## src/sv/assert_macros.svh

```systemverilog
// Assertion macros used by the top-level RTL file.
`ifndef ASSERT_MACROS_SVH
`define ASSERT_MACROS_SVH

// Same-cycle implication.
`define OGCU_ASSERT_HOLDS(label, clk, rstn, ante, cons, msg) \
    label: assert property (@(posedge clk) disable iff (!(rstn)) (ante) |-> (cons)) \
        else $error(msg);

// Next-cycle implication.
`define OGCU_ASSERT_NEXT(label, clk, rstn, ante, cons, msg) \
    label: assert property (@(posedge clk) disable iff (!(rstn)) (ante) |=> (cons)) \
        else $error(msg);

`endif

```

## src/sv/ogcu_pkg.sv

```systemverilog
// Types, codes and constants of the occupancy grid cell updater.
package ogcu_pkg;

    localparam int TABLE_DEPTH    = 32768;
    localparam int TABLE_AW       = 15;
    localparam int DEF_MAX_WIDTH  = 256;
    localparam int DEF_MAX_HEIGHT = 256;
    localparam int CELL_W         = 16;
    localparam int INIT_W         = 15;
    localparam int CFG_DIM_W      = 9;
    localparam int CFG_IDX_W      = 2;
    localparam int CFG_DATA_W     = 16;
    localparam int SCAN_W         = 32;

    localparam logic [2:0] ACT_HIT        = 3'd0;
    localparam logic [2:0] ACT_MISS       = 3'd1;
    localparam logic [2:0] ACT_FINISH     = 3'd2;
    localparam logic [2:0] ACT_READ       = 3'd3;
    localparam logic [2:0] ACT_LOAD_HIT   = 3'd4;
    localparam logic [2:0] ACT_LOAD_MISS  = 3'd5;
    localparam logic [2:0] ACT_CLEAR      = 3'd6;

    localparam logic [CFG_IDX_W-1:0] CFG_GRID_WIDTH    = 2'd0;
    localparam logic [CFG_IDX_W-1:0] CFG_GRID_HEIGHT   = 2'd1;
    localparam logic [CFG_IDX_W-1:0] CFG_INITIAL_VALUE = 2'd2;

    localparam logic [CFG_DIM_W-1:0] WIDTH_RST = 9'd256;
    localparam logic [CFG_DIM_W-1:0] HEIGHT_RST = 9'd256;
    localparam logic [INIT_W-1:0]    INIT_RST   = 15'd16384;

    // result source
    localparam logic [2:0] RES_ZERO  = 3'd0;
    localparam logic [2:0] RES_OOB   = 3'd1;
    localparam logic [2:0] RES_CELL  = 3'd2;
    localparam logic [2:0] RES_TABLE = 3'd3;
    localparam logic [2:0] RES_INIT  = 3'd4;

    // cell write data source
    localparam logic [1:0] WR_TABLE  = 2'd0;
    localparam logic [1:0] WR_CLEAR  = 2'd1;
    localparam logic [1:0] WR_UNMARK = 2'd2;

    typedef struct packed {
        logic [2:0]          action;
        logic signed [15:0]  cell_x;
        logic signed [15:0]  cell_y;
        logic [TABLE_AW-1:0] table_index;
        logic [CELL_W-1:0]   table_value;
    } in_item_t;

    typedef struct packed {
        logic [CELL_W-1:0] cell_value;
        logic              was_updated;
        logic              out_of_bounds;
        logic [SCAN_W-1:0] scan_count;
    } out_item_t;

    typedef struct packed {
        logic       in_load;
        logic       calc;
        logic       addr_load;
        logic       cell_rd_en;
        logic       cell_wr_en;
        logic [1:0] wr_sel;
        logic       use_sweep;
        logic       tab_rd_en;
        logic       tab_wr_en;
        logic       sweep_clr;
        logic       sweep_inc;
        logic       scan_inc;
        logic       res_load;
        logic [2:0] res_sel;
    } ctrl_cmd_t;

    typedef struct packed {
        logic [2:0] action;
        logic       oob;
        logic       marked;
        logic       sweep_last;
        logic       out_free;
    } ctrl_sts_t;

endpackage

```

## src/sv/ogcu_ctrl.sv

```systemverilog
// Sequencing state machine of the occupancy grid cell updater.
module ogcu_ctrl import ogcu_pkg::*; (
    input  logic      aclk,
    input  logic      aresetn,
    input  logic      s_valid,
    output logic      s_ready,
    input  ctrl_sts_t sts,
    output ctrl_cmd_t cmd
);

    localparam logic [3:0] ST_IDLE   = 4'd0;
    localparam logic [3:0] ST_DEC    = 4'd1;
    localparam logic [3:0] ST_ADDR   = 4'd2;
    localparam logic [3:0] ST_CRD    = 4'd3;
    localparam logic [3:0] ST_CDAT   = 4'd4;
    localparam logic [3:0] ST_TDAT   = 4'd5;
    localparam logic [3:0] ST_RES    = 4'd6;
    localparam logic [3:0] ST_FIN_RD = 4'd7;
    localparam logic [3:0] ST_FIN_WR = 4'd8;
    localparam logic [3:0] ST_CLR    = 4'd9;

    logic [3:0] state_reg, state_next;
    logic [2:0] res_sel_reg, res_sel_next;

    always_ff @(posedge aclk) begin
        if (!aresetn) begin
            state_reg   <= ST_IDLE;
            res_sel_reg <= RES_ZERO;
        end else begin
            state_reg   <= state_next;
            res_sel_reg <= res_sel_next;
        end
    end

    assign s_ready = (state_reg == ST_IDLE);

    always_comb begin
        cmd          = '0;
        cmd.res_sel  = res_sel_reg;
        state_next   = state_reg;
        res_sel_next = res_sel_reg;
        unique case (state_reg)
            ST_IDLE: begin
                if (s_valid) begin
                    cmd.in_load = 1'b1;
                    state_next  = ST_DEC;
                end
            end
            ST_DEC: begin
                unique case (sts.action) inside
                    ACT_HIT, ACT_MISS, ACT_READ: begin
                        cmd.calc   = 1'b1;
                        state_next = ST_ADDR;
                    end
                    ACT_FINISH: begin
                        cmd.sweep_clr = 1'b1;
                        state_next    = ST_FIN_RD;
                    end
                    ACT_LOAD_HIT, ACT_LOAD_MISS: begin
                        cmd.tab_wr_en = 1'b1;
                        res_sel_next  = RES_ZERO;
                        state_next    = ST_RES;
                    end
                    ACT_CLEAR: begin
                        cmd.sweep_clr = 1'b1;
                        state_next    = ST_CLR;
                    end
                    default: begin
                        res_sel_next = RES_ZERO;
                        state_next   = ST_RES;
                    end
                endcase
            end
            ST_ADDR: begin
                if (sts.oob) begin
                    res_sel_next = RES_OOB;
                    state_next   = ST_RES;
                end else begin
                    cmd.addr_load = 1'b1;
                    state_next    = ST_CRD;
                end
            end
            ST_CRD: begin
                cmd.cell_rd_en = 1'b1;
                state_next     = ST_CDAT;
            end
            ST_CDAT: begin
                if (sts.action == ACT_READ || sts.marked) begin
                    res_sel_next = RES_CELL;
                    state_next   = ST_RES;
                end else begin
                    cmd.tab_rd_en = 1'b1;
                    state_next    = ST_TDAT;
                end
            end
            ST_TDAT: begin
                cmd.cell_wr_en = 1'b1;
                cmd.wr_sel     = WR_TABLE;
                res_sel_next   = RES_TABLE;
                state_next     = ST_RES;
            end
            ST_RES: begin
                if (sts.out_free) begin
                    cmd.res_load = 1'b1;
                    state_next   = ST_IDLE;
                end
            end
            ST_FIN_RD: begin
                cmd.use_sweep  = 1'b1;
                cmd.cell_rd_en = 1'b1;
                state_next     = ST_FIN_WR;
            end
            ST_FIN_WR: begin
                cmd.use_sweep  = 1'b1;
                cmd.cell_wr_en = 1'b1;
                cmd.wr_sel     = WR_UNMARK;
                if (sts.sweep_last) begin
                    cmd.scan_inc = 1'b1;
                    res_sel_next = RES_ZERO;
                    state_next   = ST_RES;
                end else begin
                    cmd.sweep_inc = 1'b1;
                    state_next    = ST_FIN_RD;
                end
            end
            ST_CLR: begin
                cmd.use_sweep  = 1'b1;
                cmd.cell_wr_en = 1'b1;
                cmd.wr_sel     = WR_CLEAR;
                if (sts.sweep_last) begin
                    res_sel_next = RES_INIT;
                    state_next   = ST_RES;
                end else begin
                    cmd.sweep_inc = 1'b1;
                end
            end
            default: begin
                state_next = ST_IDLE;
            end
        endcase
    end

endmodule

```

## config.mk

```make
export PLATFORM = sky130hd
export DESIGN_NAME = ogcu_ctrl
export DESIGN_NICKNAME = d
export VERILOG_FILES = /design/src/sv/assert_macros.svh /design/src/sv/ogcu_pkg.sv /design/src/sv/ogcu_ctrl.sv
export SDC_FILE = /design/constraint.sdc
export NUM_CORES = 1
export LEC_CHECK = 0
export BUFFER_PORTS_ARGS = -buffer_cell sky130_fd_sc_hd__buf_2
export CAP_MARGIN = 20
export CORE_ASPECT_RATIO = 0.7
export CORE_MARGIN = 1.5
export CORE_UTILIZATION = 25
export DETAILED_ROUTE_END_ITERATION = 16
export GPL_TIMING_DRIVEN = 0
export PLACE_DENSITY_LB_ADDON = 0.25
export SLEW_MARGIN = 20
export SYNTH_ARGS = -nofsm -noshare
export SYNTH_HDL_FRONTEND = slang
export SYNTH_SLANG_ARGS = --single-unit
export TNS_END_PERCENT = 30
```

## constraint.sdc

```tcl
create_clock -name aclk -period 1.3 [get_ports aclk]
set_input_delay 0.065 -clock aclk [delete_from_list [all_inputs] [get_ports aclk]]
set_output_delay 0.065 -clock aclk [all_outputs]
set_load 0.05 [all_outputs]
```

==> run metrics, run 1 <==
PD cells approximately 2300 nW/um^2; first-pass GRT wire length 3540 microns; crit end category output port; Post-DP HPWL around 1600 microns; total number of vias 879; sequential share of the synthesized area 0.207; routability cong. ~0.80; filler-free cell count of the finished design ~180; die width 65.1 microns; number of global-route vias before repair 773; wire per inst 13.9 microns; relative slew slack 0.762; Initial Utilization 0.269; cts bufs inserted 3; Unique masters post-synth 37; Crit Path Category flop to output port; CTS tree done; Final Power 3.00 mW; Achievable Freq 0.602 GHz; # DRC 0; share of the core filled with cells 0.524; worst-case clock buffer depth 2; Hold Slack roughly 0.13 ns; Slowest cell on crit path or4b_4; status finished, violations left; Worst setup SP type flop; asr flop ratio synth 0; Inst Count DP 156; clk slew on worst S/H paths 0.04 ns; worst-skew pair later-pin latency 0.22 ns; Synth Register Bits 7; RSZ-0062 raised after global routing yes; Post-Syn Area per Cell between 7 and 8 sq um; Final Critical Period 1.66 ns; remaining antenna violation count 0; num ports 28; Fin. Hold Viols 0; Largest register FFs 4; post-synthesis cell count 95; Design Area, Final 1320 sq um; maximum VDD drop 0.898 mV; Worst path max stage delay 0.54 ns; Max-Cap Viols 0; crit-path most repeated cell buf_6; critical path fanouts, max 4; initial antenna violation count 0; pre-CTS setup slack -0.335 ns; setup violators final 22; Die Y 46.5 microns; worst-margin pin slew ~0.36 ns; final setup TNS -4.58 ns; DR vias/cell 5.02; critical-path cell list buf_6 -> or4b_4 -> nor3b_4 -> buf_6; DP Area about 920 sq um; hold buffers post-CTS 0; Area Growth Syn to Fin 95.0%; R2R cell count 6; min-delay worst type input port to flop; ys flop type dfxtp_1; CP required around 1.2 ns; Max Slew Vio Count 0; Post-synth EDFFs 0; cell row count 15; full die area roughly 3000 sq um; period utilization 1.28; Final #Nets ~150; YS warnings 0; fraction of layout cells with a size suffix above 1 0.617; CTS sink cnt 7; pin count of the biggest net entering global routing 11; GRT Util Overall 0.157; core area 2510 sq um; drt pass-1 iters 4; H-Tree Depth 1; root buf cell clkbuf_8; synthesized area 676 sq um; port bufs 27; Routed WL 2430 microns; total grt overflow 0; Clock Skew 0.000509 ns; drt first-iter violations 15; failing checks negative setup slack; Ant. Diodes 0; Worst EP arrival 1.60 ns; Synthesized Nets ~110; worst setup margin -0.361 ns; leakage 0.583 nW; Hold Path Stages 2
repair_timing:
item                       CTS  global route
pin swaps                    4            14
setup buffers                5             8
gates resized for setup     45            24
setup endpoints to repair   22            22
cloned                       2             0
power by group:
group | switching [mW] | internal, mW | total, mW
sequential | 0.0668 | 0.294 | 0.360
clock | 0.0891 | 0.212 | 0.301
combinational | 1.31 | 1.02 | 2.34
cells by family after synthesis:
family                    count (synthesis)  synth area share
buffers and inverters                    10            0.0907
DFF                                       7             0.207
and+or+nand+nor                          50             0.431
xor gates and xnor gates                  1            0.0130
AOI/OAI and AO/OA                        26             0.243
muxes                                     1            0.0148
path summary, 6_finish.rpt:
check	startpoint	to	slack, ns
setup / recovery	state_reg[0]$_SDFFE_PN0P_	cmd[7]	-0.36
hold / removal	aresetn	state_reg[1]$_SDFFE_PN0P_	0.13
setup reg to reg	state_reg[0]$_SDFFE_PN0P_	res_sel_reg[2]$_SDFFE_PN0P_	-0.25
hold reg to reg	res_sel_reg[0]$_SDFFE_PN0P_	res_sel_reg[0]$_SDFFE_PN0P_	0.45
routing by layer:
layer	GRT usage	routed length [microns]
met1	0.219	1180
met2	0.235	1120
met3	0.0196	103
met4	0.0917	22
met5	0	0
cells in the mapped netlist, types with 2 or more instances:
| cell type | number | area share |
|---|---|---|
| clkbuf_1 | 2 | 0.011 |
| o21ai_1 | 4 | 0.030 |
| o21a_1 | 4 | 0.044 |
| nor3_1 | 2 | 0.015 |
| buf_4 | 2 | 0.022 |
| a21oi_1 | 6 | 0.044 |
| inv_1 | 3 | 0.017 |
| buf_6 | 2 | 0.033 |
| nand3_1 | 6 | 0.044 |
| and3_1 | 2 | 0.019 |
| dfxtp_1 | 7 | 0.21 |
| nand2_1 | 8 | 0.044 |
| nor2_1 | 12 | 0.067 |
| nor2b_1 | 5 | 0.046 |
| a31oi_1 | 2 | 0.019 |
| o21ai_0 | 4 | 0.030 |
| and2_1 | 3 | 0.028 |
| nand2b_1 | 2 | 0.019 |
worst max-delay path: cells and delay by family (launching register included):
kind | cells | cell delay [ns]
flip-flops | 1 | 0.33
AND/OR/NAND/NOR | 2 | 0.76
buffers and inverters | 2 | 0.28
layout by cell type, fill, tap and decap left out, types with 2 or more instances in the layout:
master and count:
nor2_2 2, nand3_2 2, inv_1 3, buf_12 2, nand2_1 8, nor2_4 5, dfxtp_4 2, a31oi_1 2
a21oi_1 5, buf_8 6, nand3_1 4, o21ai_1 2, and2_4 3, buf_4 14, clkbuf_8 3, buf_6 13
buf_2 14, nor2_1 5, o21a_1 4, o21ai_2 2, o21ai_0 4, dfxtp_1 3, dfxtp_2 2, nor2b_1 4
nand2b_1 2
final cells by class:
class,count,area [sq um]
Buffer,7,71.3
Clock buffer,4,45.0
Fill cell,242,1200
Inverter,3,11.3
Multi-Input combinational cell,78,617
Sequential cell,7,150
Tap cell,34,42.5
Timing Repair Buffer,42,380
Power figures use the tool's default switching activity.
==> inputs of run 2 (changes only) <==
--- a/config.mk
+++ b/config.mk
@@ -7,7 +7,6 @@
 export LEC_CHECK = 0
 export BUFFER_PORTS_ARGS = -buffer_cell sky130_fd_sc_hd__buf_2
 export CAP_MARGIN = 20
-export CORE_ASPECT_RATIO = 0.7
 export CORE_MARGIN = 1.5
 export CORE_UTILIZATION = 25
 export DETAILED_ROUTE_END_ITERATION = 16
==> run metrics, run 2 (synthesis results as in run 1) <==
Initial Utilization 0.268 (-0.000800); Crit Path Category flop to output port; Worst setup SP type flop; Max Slew Vio Count 0 (unchanged); pin count of the biggest net entering global routing 11 (unchanged); total grt overflow 0 (unchanged); Largest register FFs 4 (unchanged); Die Y 55.0 microns (+18%); CTS sink cnt 7 (unchanged); wire per inst 14.6 microns (+4.9%); final setup TNS -4.23 ns (+0.349 ns); filler-free cell count of the finished design 162 (-7.4%); die width 55.0 microns (-16%); RR Endpoint res_sel_reg[2]$_SDFFE_PN0P_; cell row count 18 (+3); CTS tree done; Inst Count DP 152 (-2.6%); most frequent cells in the layout buf_6 (14), buf_2 (14), nand2_1 (8); remaining antenna violation count 0 (unchanged); Area Growth Syn to Fin 74.6%; RSZ-0062 raised after global routing yes; Achievable Freq 0.606 GHz (+0.65%); number of global-route vias before repair 795 (+2.8%); root buf cell clkbuf_4; core area 2520 sq um (+0.30%); first-pass GRT wire length 3710 microns (+4.9%); min-delay worst type input port to flop; GRT Util Overall 0.174 (+0.0175); drt pass-1 iters 4 (unchanged); worst-skew pair later-pin latency 0.25 ns (+0.03 ns); critical path fanouts, max 5 (+1); leakage 0.514 nW (-12%); maximum VDD drop 1.36 mV (+51%); relative slew slack 0.750 (-0.0117); fraction of layout cells with a size suffix above 1 0.561 (-0.0564); Fill cells 263 (+8.7%); status finished, violations left; H-Tree Depth 1 (unchanged); Ant. Diodes 0 (unchanged); failing checks negative setup slack; Fin. Hold Viols 0 (unchanged); Max-Cap Viols 0 (unchanged); Design Area, Final 1180 sq um (-10%); pre-CTS setup slack -0.380 ns (-0.0452 ns); PD cells 2300 nW/um^2 (+0.89%); Final #Nets 143 (-5.9%); Final Power 2.71 mW (-9.6%); Critical R2R Launch state_reg[1]$_SDFFE_PN0P_; crit end category output port; port bufs 27 (unchanged); period utilization 1.27 (-0.00825); # DRC 0 (unchanged); total number of vias 839 (-4.6%); worst setup margin -0.351 ns (+0.0107 ns); Setup crit start state_reg[1]$_SDFFE_PN0P_; clk slew on worst S/H paths 0.05 ns (about the same); worst-margin pin slew 0.374 ns (+0.0175 ns); Routed WL 2360 microns (-2.9%); hold buffers post-CTS 0 (unchanged); worst-case clock buffer depth 2 (unchanged); hold path start aresetn; Post-DP HPWL 1560 microns (+0.39%); crit path to cmd[7]; setup violators final 21 (-4.5%); flop2flop setup slack -0.33 ns (-0.08 ns); full die area 3020 sq um (-0.17%); Final Critical Period 1.65 ns (-0.0107 ns); Worst EP arrival 1.59 ns (about the same); cts bufs inserted 3 (unchanged); num ports 28 (unchanged); routability cong. 0.831 (+3.5%); DR vias/cell 5.18 (+3.1%); CP required 1.24 ns (about the same); drt first-iter violations 23 (+8); R2R cell count 6 (unchanged); DP Area 916 sq um (-0.54%); initial antenna violation count 0 (unchanged); Clock Skew 0.00410 ns (+0.00359 ns)
## run 2: changes by cell type in the layout (fill, tap and decap cells not counted), moves of 2 or more
| cell | before | now |
|---|---|---|
| buf_12 | 2 | 0 |
| buf_4 | 14 | 7 |
| clkbuf_4 | 0 | 3 |
| clkbuf_8 | 3 | 0 |
| o21ai_1 | 2 | 4 |
| o21ai_2 | 2 | 0 |
## run 2: how the worst min path moves through the flow
| stage | cells past startpoint | to | slack (ns) |
|---|---|---|---|
| finish | 2 | state_reg[0]$_SDFFE_PN0P_ | 0.1 |
| global route | 2 | state_reg[2]$_SDFFE_PN0P_ | 0.10 |
| CTS | 2 | state_reg[0]$_SDFFE_PN0P_ | 0.1 |
| detailed placement | 2 | state_reg[0]$_SDFFE_PN0P_ | 0.38 |
| global placement | 2 | state_reg[2]$_SDFFE_PN0P_ | 0.37 |
| floorplan | 1 | state_reg[0]$_SDFFE_PN0P_ | 0.18 |
## run 2: timing repair
action / 4_1_cts / 5_1_grt
setup endpoints to repair: 22 / 22
setup buffers: 6 / 0
gates resized for setup: 49 / 14
pin swaps: 6 / 3
gates cloned: 1 / 0
## run 2: layer usage
metal / vias up / track usage / share of wire
met5: - / 0 / 0
met4: 0 / 0.0854 / 0.017
met3: 6 / 0.0323 / 0.057
met2: 29 / 0.266 / 0.47
met1: 391 / 0.235 / 0.45
li1: 413 / - / -
## run 2: area by class of cell
cell class,count,area [sq um],share of cell area
timing repair buffer,34,288,0.244
clock buffer,4,26.3,0.0223
sequential,7,153,0.129
inverter,3,11.3,0.00954
buffer,6,67.6,0.0573
tap,30,37.5,0.0318
multi-input combinational,78,597,0.506
## run 2: stage by stage
stage,hold slack [ns],utilization
final,0.0973,0.468
after detailed placement,0.379,0.363
after CTS,0.0997,0.452
after global routing,0.104,0.468
after floorplan,0.183,-
after global placement,0.367,0.363
## run 2: worst max-delay path, stage by stage (launching register included)
cell,delay [ns]
dfxtp_4,0.36
or4b_4,0.59
nor3b_4,0.20
buf_6,0.18
## run 2: where the power goes
part           switching, mW  internal (mW)
Clock                 0.0812          0.117
Combinational           1.22          0.883
Sequential            0.0989          0.306
Total                   1.40           1.31
==> inputs of run 3 (changes only) <==
--- a/config.mk
+++ b/config.mk
@@ -5,8 +5,11 @@
 export SDC_FILE = /design/constraint.sdc
 export NUM_CORES = 1
 export LEC_CHECK = 0
+export ABC_CLOCK_PERIOD_IN_PS = 1300
 export BUFFER_PORTS_ARGS = -buffer_cell sky130_fd_sc_hd__buf_2
 export CAP_MARGIN = 20
+export CELL_PAD_IN_SITES_DETAIL_PLACEMENT = 1
+export CELL_PAD_IN_SITES_GLOBAL_PLACEMENT = 1
 export CORE_MARGIN = 1.5
 export CORE_UTILIZATION = 25
 export DETAILED_ROUTE_END_ITERATION = 16
==> run metrics, run 3 (synthesis results as in run 1) <==
area occupied by multi-input gates 619 sq um (+3.8%); Ant. Diodes 0 (unchanged); filler-free cell count of the finished design 168 (+3.7%); CTS sink cnt 7 (unchanged); worst setup margin -0.400 ns (-0.0488 ns); fraction of layout cells with a size suffix above 1 0.609 (+0.0481); Hold Path Stages 2 (unchanged); status finished, violations left; hold path start aresetn; critical-path cell list or4b_4 -> nor3b_4 -> buf_6; Max-Cap Viols 0 (unchanged); number of global-route vias before repair 930 (+17%); cell row count 18 (unchanged); Area Growth Syn to Fin 88.5%; Critical R2R Launch state_reg[3]$_SDFFE_PN0P_; Clock Skew 0.00688 ns (+0.00278 ns); relative slew slack 0.748 (-0.00198); worst-skew pair later-pin latency 0.25 ns (about the same); initial antenna violation count 0 (unchanged); RR Endpoint state_reg[0]$_SDFFE_PN0P_; R2R cell count 6 (unchanged); GRT Util Overall 0.203 (+0.0291); commonest non-fill, non-tap cell in the layout buf_4; period utilization 1.31 (+0.0375); Worst setup SP type flop; Die Y 55.0 microns (unchanged); cts bufs inserted 3 (unchanged); drt first-iter violations 2 (-91%); CTS tree done; setup violators final 22 (+4.8%); PD cells 2250 nW/um^2 (-2.0%); Hold Slack 0.103 ns (+0.00573 ns); delay-heaviest family, CP simple AND/OR/NAND/NOR gates; clk slew on worst S/H paths 0.06 ns (about the same); total grt overflow 0 (unchanged); H-Tree Depth 1 (unchanged); root buf cell clkbuf_4; final setup TNS -5.53 ns (-1.30 ns); Worst path max stage delay 0.61 ns (+0.02 ns); Post-DP HPWL 1800 microns (+15%); Crit Path Category flop to output port; first-pass GRT wire length 4440 microns (+20%); most frequent cells in the layout buf_4 (14), buf_2 (13), buf_6 (12); min-delay worst type input port to flop; Worst EP arrival 1.63 ns (+0.04 ns); RSZ-0062 raised after global routing yes; total number of vias 866 (+3.2%); Initial Utilization 0.268 (unchanged); maximum VDD drop 1.51 mV (+11%); CP required 1.24 ns (about the same); failing checks negative setup slack; Final Critical Period 1.70 ns (+0.0488 ns); Fill cells 299 (+14%); port bufs 27 (unchanged); worst-margin pin slew 0.377 ns (+0.00296 ns); drt pass-1 iters 4 (unchanged); wire per inst 16.5 microns (+13%); routability cong. 0.867 (+4.3%); Max Slew Vio Count 0 (unchanged); FF/Latch Area 153 sq um (unchanged); DR vias/cell 5.15 (-0.47%); full die area 3020 sq um (unchanged); leakage 0.562 nW (+9.2%); Fin. Hold Viols 0 (unchanged); Routed WL 2770 microns (+17%); Achievable Freq 0.588 GHz (-2.9%); pin count of the biggest net entering global routing 11 (unchanged); worst-case clock buffer depth 2 (unchanged); die width 55.0 microns (unchanged); crit end category output port; # DRC 0 (unchanged); critical path fanouts, max 4 (-1); flop2flop setup slack -0.35 ns (-0.02 ns); Final #Nets 149 (+4.2%); core area 2520 sq um (unchanged); Worst Hold Path EP state_reg[2]$_SDFFE_PN0P_; Largest register FFs 4 (unchanged); Slowest cell on crit path or4b_4; Inst Count DP 152 (unchanged); remaining antenna violation count 0 (unchanged); Buf/Inv on CP 1 (unchanged); num ports 28 (unchanged)
[run 3: layer usage]
metal / routed length (microns) / global-route usage / part of all wire / up-vias
li1: - / - / - / 419
met1: 1200 / 0.249 / 0.43 / 416
met2: 1440 / 0.365 / 0.52 / 29
met3: 114 / 0.0161 / 0.041 / 2
met4: 15 / 0.0813 / 0.0054 / 0
met5: 0 / 0 / 0 / -
[run 3: how the worst max path moves through the flow]
| stage | startpoint | end | slack, ns | depth (start not counted) |
|---|---|---|---|---|
| 2_1_floorplan | state_reg[3]$_SDFFE_PN0P_ | cmd[4] | -0.24 | 4 |
| 4_1_cts | state_reg[0]$_SDFFE_PN0P_ | cmd[7] | -0.37 | 4 |
| 3_3_place_gp | state_reg[2]$_SDFFE_PN0P_ | res_sel_reg[2]$_SDFFE_PN0P_ | -0.37 | 5 |
| 6_report | state_reg[3]$_SDFFE_PN0P_ | cmd[7] | -0.40 | 3 |
| 5_1_grt | state_reg[3]$_SDFFE_PN0P_ | cmd[7] | -0.46 | 3 |
| 3_5_place_dp | state_reg[1]$_SDFFE_PN0P_ | res_sel_reg[2]$_SDFFE_PN0P_ | -0.41 | 5 |
[run 3: what timing repair did]
item	4_1_cts	5_1_grt
setup buffers	8	5
resized for setup	54	12
pin swaps	7	5
hold buffers	0	0
endpoints found under the setup margin	22	22
[run 3: worst reg2reg max path: cells and delay by family (launching register included)]
family | cells | cell delay [ns]
simple gates | 3 | 0.80
compound gates | 2 | 0.25
flops | 1 | 0.35
buf+inv | 1 | 0.14
[run 3: through the flow]
step	utilization	total power, mW	setup slack (ns)	instance area (sq um)
5_1_grt	0.505	3.04	-0.458	1270
3_3_place_gp	0.363	1.94	-0.370	916
6_report	0.505	2.87	-0.400	1270
3_5_place_dp	0.363	1.97	-0.412	916
4_1_cts	0.468	2.69	-0.368	1180
2_1_floorplan	-	1.60	-0.237	743
[run 3: layout make-up]
class,count,share of cell area
tap,30,0.0295
clock inverter,1,0.00393
multi-input combinational,78,0.486
sequential,7,0.120
clock buffer,3,0.0177
inverter,3,0.00884
timing repair buffer,40,0.276
buffer,6,0.0580
[run 3: power by group]
group	internal, mW	switching, mW	leakage, nW
clock	0.112	0.0840	0.0177
combinational	0.995	1.28	0.484
sequential	0.300	0.0956	0.0595
total	1.41	1.46	0.562
